$ cat src/sv/grmd_pkg.sv
// grid ray march distance: shared types, constants and the quarter-wave sine table
// used by the controller, the datapath and the top level; no dependencies
`default_nettype none

package grmd_pkg;

  // physical map geometry
  localparam int MAP_SIDE = 64;
  localparam int MAP_BITS = $clog2(MAP_SIDE);
  localparam int CELLS    = MAP_SIDE * MAP_SIDE;
  localparam int ADDR_W   = $clog2(CELLS);

  // coordinates are Q.14, wide enough for origin plus 257 steps of a unit vector
  localparam int FRAC_W = 14;
  localparam int ACC_W  = 24;
  localparam int DIR_W  = 16;

  // item operation codes
  localparam logic OP_WRITE = 1'b0;
  localparam logic OP_CAST  = 1'b1;

  // configuration register indexes
  localparam logic [1:0] CFG_MAP_WIDTH  = 2'd0;
  localparam logic [1:0] CFG_MAP_HEIGHT = 2'd1;
  localparam logic [1:0] CFG_MAX_STEPS  = 2'd2;

  localparam logic [6:0] MAP_WIDTH_RST  = 7'd64;
  localparam logic [6:0] MAP_HEIGHT_RST = 7'd64;
  localparam logic [7:0] MAX_STEPS_RST  = 8'd200;

  typedef struct packed {
    logic load;
    logic clear;
    logic write_cell;
    logic march_step;
    logic out_fire;
  } cmd_t;

  typedef struct packed {
    logic clear_last;
    logic march_done;
  } status_t;

  typedef struct packed {
    logic                ok;
    logic [MAP_BITS-1:0] idx;
  } cell_t;

  typedef logic [14:0] qtab_t [0:255];

  // odd polynomial for the first quarter wave, evaluated at elaboration only
  function automatic logic [14:0] quarter_entry(input int unsigned q);
    longint unsigned z;
    longint unsigned z2;
    longint unsigned r;
    longint unsigned s;
    z  = longint'(q) * 64'd256;
    z2 = (z * z) >> 16;
    r  = 64'd11;
    r  = 64'd307 - ((r * z2) >> 16);
    r  = 64'd5223 - ((r * z2) >> 16);
    r  = 64'd42334 - ((r * z2) >> 16);
    r  = 64'd102944 - ((r * z2) >> 16);
    s  = (((r * z) >> 16) + 64'd2) >> 2;
    if (s > 64'd16384) s = 64'd16384;
    return s[14:0];
  endfunction

  function automatic qtab_t build_qtab();
    qtab_t t;
    for (int i = 0; i < 256; i++) t[i] = quarter_entry(i);
    return t;
  endfunction

  localparam qtab_t       QTAB = build_qtab();
  localparam logic [14:0] QTOP = quarter_entry(256);

  // sine of a 1024-per-turn phase, Q2.14
  function automatic logic signed [DIR_W-1:0] phase_sine(input logic [9:0] p);
    logic [8:0]  idx;
    logic [14:0] mag;
    logic signed [DIR_W-1:0] v;
    idx = p[8] ? (9'd256 - {1'b0, p[7:0]}) : {1'b0, p[7:0]};
    mag = idx[8] ? QTOP : QTAB[idx[7:0]];
    v   = $signed({1'b0, mag});
    return p[9] ? -v : v;
  endfunction

  // Q.14 coordinate cut toward zero, checked against the rows or columns in use
  function automatic cell_t cut_cell(input logic signed [ACC_W-1:0] s, input logic [6:0] lim);
    cell_t c;
    logic [ACC_W-FRAC_W-2:0] whole;
    whole = s[ACC_W-2:FRAC_W];
    if (s[ACC_W-1]) begin
      // only a value in (-1, 0) lands on cell 0
      c.ok  = (&s[ACC_W-1:FRAC_W]) && (|s[FRAC_W-1:0]) && (lim != 7'd0);
      c.idx = '0;
    end else begin
      c.ok  = whole < {{(ACC_W-FRAC_W-8){1'b0}}, lim};
      c.idx = s[FRAC_W+MAP_BITS-1:FRAC_W];
    end
    return c;
  endfunction

endpackage

`default_nettype wire

$ cat src/sv/grmd_ctrl.sv
// grid ray march distance: controller state machine
// depends on grmd_pkg for the command and status structs and op codes
`default_nettype none

module grmd_ctrl (
  input  logic              clk,
  input  logic              rst_n,
  input  logic              start,
  input  logic              in_operation,
  output logic              busy,
  output logic              out_valid,
  output grmd_pkg::cmd_t    cmd,
  input  grmd_pkg::status_t status
);

  typedef enum logic [1:0] {
    ST_CLEAR,
    ST_IDLE,
    ST_WRITE,
    ST_MARCH
  } state_t;

  state_t state_r;
  state_t state_nxt;
  logic   out_valid_r;

  always_comb begin
    cmd       = '0;
    state_nxt = state_r;
    unique case (state_r)
      ST_CLEAR: begin
        cmd.clear = 1'b1;
        if (status.clear_last) state_nxt = ST_IDLE;
      end
      ST_IDLE: begin
        cmd.load = start;
        if (start) state_nxt = (in_operation == grmd_pkg::OP_CAST) ? ST_MARCH : ST_WRITE;
      end
      ST_WRITE: begin
        cmd.write_cell = 1'b1;
        state_nxt      = ST_IDLE;
      end
      ST_MARCH: begin
        cmd.march_step = 1'b1;
        cmd.out_fire   = status.march_done;
        if (status.march_done) state_nxt = ST_IDLE;
      end
      default: state_nxt = ST_IDLE;
    endcase
  end

  always_ff @(posedge clk) begin
    if (!rst_n) begin
      state_r     <= ST_CLEAR;
      out_valid_r <= 1'b0;
    end else begin
      state_r     <= state_nxt;
      out_valid_r <= cmd.out_fire;
    end
  end

  assign busy      = (state_r != ST_IDLE);
  assign out_valid = out_valid_r;

endmodule

`default_nettype wire

$ cat config.mk
export PLATFORM = sky130hd
export DESIGN_NAME = grmd_ctrl
export DESIGN_NICKNAME = d
export VERILOG_FILES = /design/src/sv/grmd_pkg.sv /design/src/sv/grmd_ctrl.sv
export SDC_FILE = /design/constraint.sdc
export NUM_CORES = 1
export LEC_CHECK = 0
export BUFFER_PORTS_ARGS = -buffer_cell sky130_fd_sc_hd__buf_2
export CORE_AREA = 4 4 41 43
export CTS_CLUSTER_SIZE = 12
export DETAILED_ROUTE_END_ITERATION = 16
export DIE_AREA = 0 0 45 47
export SLEW_MARGIN = 0
export SYNTH_ARGS = -nofsm -noshare
export SYNTH_HDL_FRONTEND = slang
export SYNTH_SLANG_ARGS = --single-unit
$ cat constraint.sdc
create_clock -name clk -period 1.4 [get_ports clk]
set_clock_uncertainty 0.2 [all_clocks]
set_input_delay 0.07 -clock clk [delete_from_list [all_inputs] [get_ports clk]]
set_output_delay 0.07 -clock clk [all_outputs]
set_load 0.05 [all_outputs]
==> results.cfg <==
[status]
outcome = finished, final reports clean

[critical_path]
critPathLaunch = status[0]
critical_path_class = in -> out
path_max_fanout = 2
critPathArrivalTime_ns = 1.07
startpoint_type = input port
r2r_start = state_r[1]$_SDFFE_PN0P_
worstSetupEndpointType = primary output
required_ns = 1.13

[timing]
post-route-min-period_ns = 1.34
setup_viol = 0
timing.final.crit_share = 0.959
worstMarginPinSlew_ns = 0.251
fin_hold_ws_ns = 0.277
grt_setup_unrepaired = no
setup_tns_ns = 0
timing.slew.headroom = 0.834
slew_violations = 0
hold_violations = 0
fmax_ghz = 0.745

[floorplan]
fp.dieArea_um2 = 2120
start_util = 0.108
pin_count = 13
die_w_um = 45
fp.dieH_um = 47
core_um2 = 1300
core.rowCount = 13

[placed_design]
place_congestion = 0.671
numPortBuffers = 12
dpl_cell_area_um2 = 229
dp.cells = 44

[final_layout]
final_cells = 53
nNetsFinal = 45
areaGrowthSynthToFinish_pct = 128
final_cell_area_um2 = 319
layout_common_cells = buf_2, dlygate4sd3_1, clkbuf_4
num_antenna_cells = 0
drive_gt1_frac = 0.500
layout_commonest_cell = buf_2

[drt]
routed_wl_um = 457
firstDrtPassIters = 2
vias = 189
drt_iter0_markers = 3
drc_errors = 0
viasPerCell = 3.57
postRouteAntennaNets = 0
routedWlPerCell_um = 8.62

[worst_hold_path]
min_from = state_r[0]$_SDFFE_PN0P_
hold_path_class = reg -> reg

[global_route]
gr-usage-met2 = 0.0763
grt_use_total = 0.0552
busiest_layer = met2
gr-total-overflow = 0
grt_max_degree = 9
grt_pass1_vias = 186
grt_antenna_before_repair = 0
met1_usage = 0.0567
grt_use_met3 = 0.0345
grt_pass1_wl_um = 759

[cts]
path_clk_slew_ns = 0.04
insertion_delay_ns = 0.23
numCtsBuffers = 3
clock_path_buffers = 2
cts-root-buf = clkbuf_4
cts_tree = done
clock_sinks = 3
h-tree-depth = 1

[yosys]
syn-num-nets = 23
synthCells = 17
yosysUniqueCellTypes = 11
syn_area_um2 = 140
yosysWarnings = 0
synth-seq-cells = 3
synth_seq_area_share = 0.429
avgSynthCellArea_um2 = 8.24

[pwr]
p_leak_nw = 0.157
cellPowerDensity_nw_per_um2 = 1050
p_sw_mw = 0.106
switching_share = 0.315
p_int_mw = 0.230
ir_drop_mv = 0.381
seq_power_share = 0.287
combPwrFrac = 0.249
clkPwrFrac = 0.463

[flow_run]
max_cap_violations = 0
## state kept, by name, summed over array words and instances (netlist names)
| signal | flops |
|---|---|
| out_valid | 1 |
| state_r | 2 |
## metrics by stage
| step | worst slack, ns | utilization | total power [mW] |
|---|---|---|---|
| after global routing | 0.0241 | 0.245 | 0.357 |
| after CTS | 0.00930 | 0.238 | 0.345 |
| final | 0.0580 | 0.245 | 0.336 |
| after global placement | 0.235 | 0.176 | 0.168 |
| after floorplan | 0.0226 | - | 0.148 |
| after detailed placement | 0.233 | 0.176 | 0.168 |
## cells in the mapped netlist
| cell | number | area [um^2] |
|---|---|---|
| nand2_1 | 1 | 3.75 |
| nor2_1 | 2 | 7.51 |
| inv_1 | 1 | 3.75 |
| a21oi_1 | 1 | 5.00 |
| and3_1 | 1 | 6.26 |
| nand2b_1 | 3 | 18.8 |
| nor2b_1 | 1 | 6.26 |
| or3_1 | 1 | 6.26 |
| and2_1 | 2 | 12.5 |
| dfxtp_1 | 3 | 60.1 |
| o311a_1 | 1 | 10.0 |
## power by group through the flow
| stage | clock network [mW] | logic [mW] | registers, mW |
|---|---|---|---|
| after floorplan | 0 | 0.0514 | 0.0965 |
| after global placement | 0 | 0.0707 | 0.0970 |
| after detailed placement | 0 | 0.0705 | 0.0972 |
| after CTS | 0.167 | 0.0827 | 0.0958 |
| after global routing | 0.170 | 0.0895 | 0.0976 |
| final | 0.156 | 0.0839 | 0.0967 |
## per-layer routing
metal	vias up	routed length [um]
met3	0	48
met4	0	0
met5	-	0
met2	8	198
met1	83	210
li1	98	-
## final timing paths
check                                          endpoint  cells after the start  slack (ns)
worst max-delay path                             cmd[0]                      4        0.06
worst min-delay path            state_r[1]$_SDFFE_PN0P_                      2        0.28
worst max register to register  state_r[0]$_SDFFE_PN0P_                      2        0.25
worst min register to register  state_r[1]$_SDFFE_PN0P_                      2        0.28
## final cells by class
class / instances / area [um^2]
Timing Repair Buffer: 17 / 121
Inverter: 1 / 3.75
Multi-Input combinational cell: 13 / 86.3
Tap cell: 15 / 18.8
Fill cell: 154 / 982
Sequential cell: 3 / 62.6
Clock buffer: 4 / 26.3
## cell families after synthesis
logic type | count (synthesis) | synth area share
AND/OR/NAND/NOR | 11 | 0.438
flip-flops | 3 | 0.429
AO/OA/AOI/OAI | 2 | 0.107
buffers and inverters | 1 | 0.0268
## critical path, stage by stage
cell and delay (ns):
dlygate4sd3_1 0.53, buf_2 0.12, and3_1 0.19, buf_6 0.15
## repair_timing
item | 4_1_cts | 5_1_grt
endpoints found under the setup margin | 2 | 3
buffers inserted | 0 | 0
resized for setup | 2 | 4
hold endpoints to repair | 3 | 0
hold buffers | 5 | 0
Power figures use the tool's default switching activity.
